`src/hw/rtl/bml_pkg.sv`:
```
// bml_pkg: shared types and constants for the bilinear map lookup block
// used by bml_ctrl, bml_dp and bilinear_map_lookup; no dependencies
package bml_pkg;

  localparam int DEF_MAX_X_POINTS = 16;
  localparam int DEF_MAX_Y_POINTS = 16;
  localparam int FRAC_BITS        = 16;

  // operation codes carried in s_tuser
  localparam logic [1:0] OP_LOOKUP   = 2'd0;
  localparam logic [1:0] OP_WR_X     = 2'd1;
  localparam logic [1:0] OP_WR_Y     = 2'd2;
  localparam logic [1:0] OP_WR_CELL  = 2'd3;

  // configuration register indexes
  localparam logic [2:0] REG_X_COUNT     = 3'd0;
  localparam logic [2:0] REG_Y_COUNT     = 3'd1;
  localparam logic [2:0] REG_CELL_TYPE   = 3'd2;
  localparam logic [2:0] REG_RESULT_MODE = 3'd3;
  localparam logic [2:0] REG_SCALE       = 3'd4;
  localparam logic [2:0] REG_OFFSET      = 3'd5;

  // cell encodings
  localparam logic [2:0] CT_Q16 = 3'd0;
  localparam logic [2:0] CT_U8  = 3'd1;
  localparam logic [2:0] CT_U16 = 3'd2;
  localparam logic [2:0] CT_S8  = 3'd3;
  localparam logic [2:0] CT_S16 = 3'd4;

  // result modes
  localparam logic [1:0] RM_TYPED = 2'd0;
  localparam logic [1:0] RM_U8    = 2'd1;
  localparam logic [1:0] RM_U16   = 2'd2;

  // breakpoint read address select
  typedef enum logic [2:0] {
    RS_NONE,
    RS_LAST,
    RS_FIRST,
    RS_SECOND,
    RS_NEXT
  } rd_sel_t;

  // multiplier operand / accumulate target select
  typedef enum logic [1:0] {
    MS_R0,
    MS_R1,
    MS_I,
    MS_S
  } mul_sel_t;

  typedef struct packed {
    logic     load_in;
    logic     axis;       // 0 x axis, 1 y axis
    rd_sel_t  rd_sel;
    logic     set_last;
    logic     set_first;
    logic     lo_load;
    logic     k_clear;
    logic     k_inc;
    logic     div_init;
    logic     div_step;
    logic [1:0] cell_sel;
    logic     cell_cap;
    logic [1:0] cap_sel;
    mul_sel_t mul_sel;
    logic     add_en;
    logic     out_load;
  } cmd_t;

  typedef struct packed {
    logic ge;         // axis input >= breakpoint just read
    logic out_busy;   // output register full and not taken this cycle
  } sts_t;

endpackage

```
`src/hw/rtl/bml_ctrl.sv`:
```
// bml_ctrl: sequencer for the bilinear map lookup
// depends on bml_pkg; drives bml_dp through cmd_t and reads sts_t
module bml_ctrl (
  input  logic                 clk,
  input  logic                 rst,
  input  logic                 s_tvalid,
  input  logic [1:0]           op,
  output logic                 s_tready,
  input  bml_pkg::sts_t        sts,
  output bml_pkg::cmd_t        cmd
);

  typedef enum logic [19:0] {
    S_IDLE      = 20'h00001,
    S_RD_LAST   = 20'h00002,
    S_CHK_LAST  = 20'h00004,
    S_CHK_FIRST = 20'h00008,
    S_SCAN      = 20'h00010,
    S_DIV       = 20'h00020,
    S_C0        = 20'h00040,
    S_C1        = 20'h00080,
    S_C2        = 20'h00100,
    S_C3        = 20'h00200,
    S_C4        = 20'h00400,
    S_M_R0      = 20'h00800,
    S_A_R0      = 20'h01000,
    S_M_R1      = 20'h02000,
    S_A_R1      = 20'h04000,
    S_M_I       = 20'h08000,
    S_A_I       = 20'h10000,
    S_M_S       = 20'h20000,
    S_FIN       = 20'h40000
  } state_t;

  localparam int CNTW = $clog2(bml_pkg::FRAC_BITS);
  localparam logic [CNTW-1:0] CNT_LAST = CNTW'(bml_pkg::FRAC_BITS - 1);

  state_t          state, state_next;
  logic            axis, axis_next;
  logic [CNTW-1:0] cnt, cnt_next;
  state_t          axis_done;

  assign s_tready = (state == S_IDLE);
  assign axis_done = axis ? S_C0 : S_RD_LAST;

  always_comb begin
    state_next = state;
    axis_next  = axis;
    cnt_next   = cnt;
    cmd        = '0;
    cmd.axis   = axis;
    cmd.rd_sel = bml_pkg::RS_NONE;
    cmd.mul_sel = bml_pkg::MS_R0;
    unique case (state)
      S_IDLE: begin
        if (s_tvalid) begin
          cmd.load_in = 1'b1;
          if (op == bml_pkg::OP_LOOKUP) begin
            axis_next  = 1'b0;
            state_next = S_RD_LAST;
          end
        end
      end
      S_RD_LAST: begin
        cmd.rd_sel = bml_pkg::RS_LAST;
        state_next = S_CHK_LAST;
      end
      S_CHK_LAST: begin
        if (sts.ge) begin
          cmd.set_last = 1'b1;
          axis_next    = 1'b1;
          state_next   = axis_done;
        end else begin
          cmd.rd_sel = bml_pkg::RS_FIRST;
          state_next = S_CHK_FIRST;
        end
      end
      S_CHK_FIRST: begin
        if (!sts.ge) begin
          cmd.set_first = 1'b1;
          axis_next     = 1'b1;
          state_next    = axis_done;
        end else begin
          cmd.lo_load = 1'b1;
          cmd.k_clear = 1'b1;
          cmd.rd_sel  = bml_pkg::RS_SECOND;
          state_next  = S_SCAN;
        end
      end
      S_SCAN: begin
        if (!sts.ge) begin
          cmd.div_init = 1'b1;
          cnt_next     = '0;
          state_next   = S_DIV;
        end else begin
          cmd.lo_load = 1'b1;
          cmd.k_inc   = 1'b1;
          cmd.rd_sel  = bml_pkg::RS_NEXT;
        end
      end
      S_DIV: begin
        cmd.div_step = 1'b1;
        cnt_next     = cnt + 1'b1;
        if (cnt == CNT_LAST) begin
          axis_next  = 1'b1;
          state_next = axis_done;
        end
      end
      S_C0: begin
        cmd.cell_sel = 2'd0;
        state_next   = S_C1;
      end
      S_C1: begin
        cmd.cell_sel = 2'd1;
        cmd.cell_cap = 1'b1;
        cmd.cap_sel  = 2'd0;
        state_next   = S_C2;
      end
      S_C2: begin
        cmd.cell_sel = 2'd2;
        cmd.cell_cap = 1'b1;
        cmd.cap_sel  = 2'd1;
        state_next   = S_C3;
      end
      S_C3: begin
        cmd.cell_sel = 2'd3;
        cmd.cell_cap = 1'b1;
        cmd.cap_sel  = 2'd2;
        state_next   = S_C4;
      end
      S_C4: begin
        cmd.cell_cap = 1'b1;
        cmd.cap_sel  = 2'd3;
        state_next   = S_M_R0;
      end
      S_M_R0: begin
        cmd.mul_sel = bml_pkg::MS_R0;
        state_next  = S_A_R0;
      end
      S_A_R0: begin
        cmd.mul_sel = bml_pkg::MS_R0;
        cmd.add_en  = 1'b1;
        state_next  = S_M_R1;
      end
      S_M_R1: begin
        cmd.mul_sel = bml_pkg::MS_R1;
        state_next  = S_A_R1;
      end
      S_A_R1: begin
        cmd.mul_sel = bml_pkg::MS_R1;
        cmd.add_en  = 1'b1;
        state_next  = S_M_I;
      end
      S_M_I: begin
        cmd.mul_sel = bml_pkg::MS_I;
        state_next  = S_A_I;
      end
      S_A_I: begin
        cmd.mul_sel = bml_pkg::MS_I;
        cmd.add_en  = 1'b1;
        state_next  = S_M_S;
      end
      S_M_S: begin
        cmd.mul_sel = bml_pkg::MS_S;
        state_next  = S_FIN;
      end
      S_FIN: begin
        cmd.mul_sel = bml_pkg::MS_S;
        if (!sts.out_busy) begin
          cmd.out_load = 1'b1;
          state_next   = S_IDLE;
        end
      end
      default: begin
        state_next = S_IDLE;
      end
    endcase
  end

  always_ff @(posedge clk) begin
    if (rst) begin
      state <= S_IDLE;
      axis  <= 1'b0;
      cnt   <= '0;
    end else begin
      state <= state_next;
      axis  <= axis_next;
      cnt   <= cnt_next;
    end
  end

endmodule

```
`config.mk`:
```
export PLATFORM = sky130hd
export DESIGN_NAME = bml_ctrl
export DESIGN_NICKNAME = d
export VERILOG_FILES = /design/src/hw/rtl/bml_pkg.sv /design/src/hw/rtl/bml_ctrl.sv
export SDC_FILE = /design/constraint.sdc
export NUM_CORES = 1
export LEC_CHECK = 0
export BUFFER_PORTS_ARGS = -buffer_cell sky130_fd_sc_hd__buf_4
export CAP_MARGIN = 5
export CORE_MARGIN = 10
export CORE_UTILIZATION = 25
export DETAILED_ROUTE_END_ITERATION = 10
export PLACE_DENSITY = 0.47
export SLEW_MARGIN = 20
export SYNTH_ARGS = -nofsm -noshare
export SYNTH_HDL_FRONTEND = slang
export SYNTH_SLANG_ARGS = --single-unit
export TNS_END_PERCENT = 1
```
`constraint.sdc`:
```
create_clock -name clk -period 1.75 [get_ports clk]
set_input_delay 0.175 -clock clk [delete_from_list [all_inputs] [get_ports clk]]
set_output_delay 0.175 -clock clk [all_outputs]
set_load 0.01 [all_outputs]
```
Yosys cells after proc, flatten, opt, wreduce, memory -nomap -nowiden --
Index checks and enable logic that the tools add are counted.
Word-level totals: bits in registers 25, input port bits 7, output and inout port bits 22, logic and storage cells 79
Cells by class: add/subtract/negate cells 1, eq/ne operators 27, muxes and demuxes 38, reductions and logical operators 10
Operators by type and width (number):
- 20-bit one-hot mux with 19 select lines | 1
- 20-bit two-way mux | 5
- 3-bit one-hot mux with 4 select lines | 2
- 7-bit two-way mux | 3
- 20-bit by 1-bit equality test with 1-bit output, second input constant | 1
- 20-bit by 10-bit equality test with 1-bit output, second input constant | 1
- 20-bit by 11-bit equality test with 1-bit output, second input constant | 1
- 20-bit by 12-bit equality test with 1-bit output, second input constant | 1
- 20-bit by 13-bit equality test with 1-bit output, second input constant | 1
- 20-bit by 14-bit equality test with 1-bit output, second input constant | 1
- 20-bit by 15-bit equality test with 1-bit output, second input constant | 1
- 20-bit by 16-bit equality test with 1-bit output, second input constant | 1
- 20-bit by 17-bit equality test with 1-bit output, second input constant | 1
- 20-bit by 18-bit equality test with 1-bit output, second input constant | 1
- 20-bit by 19-bit equality test with 1-bit output, second input constant | 1
- 20-bit by 2-bit equality test with 1-bit output, second input constant | 1
- 20-bit by 3-bit equality test with 1-bit output, second input constant | 1
- 20-bit by 4-bit equality test with 1-bit output, second input constant | 1
- 20-bit by 5-bit equality test with 1-bit output, second input constant | 1
- 20-bit by 6-bit equality test with 1-bit output, second input constant | 1
- 20-bit by 7-bit equality test with 1-bit output, second input constant | 1
- 20-bit by 8-bit equality test with 1-bit output, second input constant | 1
- 20-bit by 9-bit equality test with 1-bit output, second input constant | 1
- 1-bit two-way mux | 16
- 19 further kinds | 30

Longest topological paths before layout --
word-level depth 4, mapped depth 8, depth with buffers taken out 6

Worst setup path after synthesis --
No wires, ideal clock.
kind reg-to-output, from register state[4], to output cmd[16] (netlist bit), arrival 1742 ps, required time 1575 ps, slack -167 ps, stages on the path, launching flop included 6, buffers on the path 0, cell sequence dfxtp_1 -> nor4_2 -> nand4_1 -> nor3b_1 -> and2_1 -> nand2b_1
RTL lines:
- start, declared | RTL line bml_ctrl.sv:38 | state_t state, state_next;
- start signal, assigned | RTL line bml_ctrl.sv:186 | state <= state_next;
- end, declared | RTL line bml_ctrl.sv:10 | output bml_pkg::cmd_t cmd

==> metrics.md <==
| Metric | Value |
|---|---|
| Slew margin rel. | 0.596 |
| Syn avg cell area | around 8.2 um^2 |
| Final number of setup-violating endpoints | 28 |
| Final Cell Area | about 2400 um^2 |
| Layout cells sized above 1 | 0.454 |
| Die H | roughly 100 um |
| Overflow after GRT | 0 |
| Synth top area cells | dfxtp_1, nor2_1, nor4_4 |
| Fin. Hold Viols | 0 |
| Inst Count DP | 330 |
| N_diodes | 0 |
| Vias | between 1500 and 2000 |
| Primary FF master, synth | dfxtp_1 |
| Slowest CP cell | dfxtp_2 |
| Largest net degree at the start of global routing | 15 |
| Leakage power | between 1 and 1.5 nW |
| Vias per inst | ~4.9 |
| 1st-pass router iterations | 4 |
| CP max stage delay | between 0.3 and 0.4 ns |
| Final Skew | about 0.0034 ns |
| Post-route ant nets | 0 |
| Max Freq | 0.475 GHz |
| Asr flop ratio synth | 0 |
| Routed length per instance | around 15 um |
| Pins Over Slew Limit | 0 |
| Final HPWL DP | around 3.9 mm |
| H-tree depth | 1 |
| IO buf count | 28 |
| Core Area | between 6000 and 7000 um^2 |
| Total Nets Final | between 200 and 300 |
| Crit path top cell by count | buf_4 |
| Compound-Gate Fraction of Synth Area | 0.150 |
| CTS tree | done |
| First DRT Iteration DRCs | 89 |
| Placer Congestion | slightly above 0.8 |
| Tmin final | roughly 2.1 ns |
| Clock sink count | 24 |
| Synth Area in Simple Gates | 0.425 |
| CTS max path bufs | 2 |
| CP Max Fanout | 8 |
| Most common library cell in the layout ignoring fill and taps | buf_4 |
| XOR/XNOR Fraction of Synth Area | 0.0439 |
| Mux contribution to synthesized area | 0.0125 |
| Worst-path clk slew | 0.09 ns |
| Number of synthesized flops with an enable pin | 0 |
| Outcome | complete, but fails checks |
| Area growth from synthesis to layout | 50.0% |
| Pwr Density | 579 nW/um^2 |
| Syn Std Cell Area | 1600 um^2 |
| Worst Tran Pin Value | around 0.6 ns |
| Synth area leader | dfxtp_1 |
| Clk Latency, worst-skew pair | 0.26 ns |
| Worst EP arrival | between 1.5 and 2 ns |
| WL met2 | between 2 and 2.5 mm |
| Row count | 29 |
| Die Footprint | roughly 10000 um^2 |
| Critical path, cell by cell | nor4_4 > buf_6 > nand4_1 > nor3b_2 > buf_4 > o21a_1 > buf_4 |
| Most frequent cells in the layout | buf_4, nor2_1, dfxtp_1, nand2_1, nand3_1 |
| Vias in the first global route | between 1500 and 2000 |
| Post-Synthesis Cells | around 190 |
| Hold Buf Count CTS | 0 |
| Failing checks | setup timing |
| Pre-CTS worst setup slack | -0.168 ns |
| Largest family of logic cells by synthesized area | simple AND/OR/NAND/NOR gates |
| IO Pins | 29 |
| Crit start category | flip-flop |
| CP Class | reg -> out |
| Setup TNS | -5.51 ns |
| Max Used Layer | met4 |
| Total Routing Usage GR | 0.0958 |
| Routed wire length | around 4.9 mm |
| RSZ-0062 raised after global routing | yes |
| Clk root buf | clkbuf_8 |
| Number of distinct library cells after synthesis | 53 |
| Post-Synth Adder-Cell Area | 0.00784 |
| Antenna violations before repair | 0 |
| Syn nets | between 200 and 250 |
| Util after Layout | 0.381 |
| Non-filler instance count after layout | between 300 and 400 |
| DRC Markers | 0 |
| Synthesized flop and latch total | 24 |
| Maximum vdd drop | ~320 uV |
| Chip width | about 100 um |
| # Max-Cap Violations | 0 |
| Sequential area share after synthesis | 0.301 |
| Met1 wire length | between 2 and 2.5 mm |
| Starting density of the core | 0.254 |
| Crit. End Element | primary output |
| Synth warn | 0 |
| Worst EP required | ~1.6 ns |
| Met3 wire len | approximately 210 um |
| Hold Crit Class | in -> reg |
| Global-route wire length before repair | roughly 8 mm |
| Instance area after placement | approximately 2200 um^2 |
| Final cycle utilization of the critical path | 1.20 |
| Fin worst setup slack | -0.353 ns |
| CTS Buf Count | 3 |
| Post-synth top area share | 0.301 |
==> what timing repair did <==
action / 4_1_cts / 5_1_grt
hold endpoints to repair: 0 / 0
setup buffers: 2 / 2
gates resized for setup: 17 / 13
endpoints found under the setup margin: 30 / 34
pin swaps: 10 / 4
==> registers in the layout (all words and copies together), names as in the netlist <==
signal  cells
axis        1
cnt         4
state      19
==> synth_stat cells (2+ instances only) <==
cell type / count
buf_2: 3
mux2i_1: 2
nor3_1: 9
xnor2_1: 4
inv_1: 4
dfxtp_1: 24
a21oi_1: 4
o21a_1: 2
buf_4: 3
nand4b_1: 2
and3_1: 2
nor4_4: 3
or2_2: 2
a22oi_1: 2
nor2b_1: 4
clkbuf_1: 4
nor3b_1: 4
o21bai_1: 3
o211a_1: 2
o211ai_1: 2
xor2_1: 4
a21o_1: 2
nor4_1: 4
nor4b_1: 4
o21ai_0: 2
nor3_2: 3
buf_6: 2
nor2_1: 26
and2_1: 4
nand2_1: 12
nand4_1: 6
nand3b_1: 2
nand3_1: 11
nand2b_1: 8
==> worst paths after layout <==
| kind | startpoint | endpoint | slack, ns | cells past startpoint |
|---|---|---|---|---|
| max reg2reg | state[18] | cnt[3] | -0.05 | 7 |
| min | sts[1] | state[3] | 0.15 | 2 |
| max | state[8] | cmd[13] | -0.35 | 7 |
| min reg2reg | axis | state[6] | 0.51 | 1 |
==> power breakdown <==
part	internal [mW]	switching [mW]
Sequential	0.558	0.0161
Combinational	0.243	0.238
Clock	0.154	0.176
==> logic make-up (layout without fill, tap and decap cells) <==
family / Yosys count / after routing
AO/OA/AOI/OAI: 30 / 30
XOR/XNOR: 8 / 8
adder cells (fa/ha/maj): 1 / 1
buffers and inverters: 17 / 83
flip-flops: 24 / 24
multiplexers: 2 / 2
AND/OR/NAND/NOR: 112 / 112
==> stage by stage <==
| stage | power (mW) | hold WS [ns] |
|---|---|---|
| floorplan | 0.801 | 0.247 |
| global placement | 1.01 | 0.446 |
| detailed placement | 1.01 | 0.449 |
| CTS | 1.38 | 0.165 |
| global route | 1.45 | 0.167 |
| finish | 1.38 | 0.155 |
==> cell type report <==
class | count | area (um^2)
Fill cell | 660 | 3880
Multi-Input combinational cell | 153 | 1140
Timing Repair Buffer | 75 | 597
Sequential cell | 24 | 489
Tap cell | 77 | 96.3
Clock buffer | 3 | 41.3
Inverter | 5 | 23.8
==> critical path: cells and delay by family (launching register included) <==
kind            cells  cell delay (ns)
simple gates        3             0.75
flops               1             0.34
compound gates      1             0.12
buf+inv             3             0.44
==> metal layers <==
layer / up-vias / global-route usage
li1: 844 / -
met1: 775 / 0.124
met2: 45 / 0.156
met3: 2 / 0.0199
met4: 0 / 0.0265
met5: - / 0
Power figures use the tool's default switching activity.
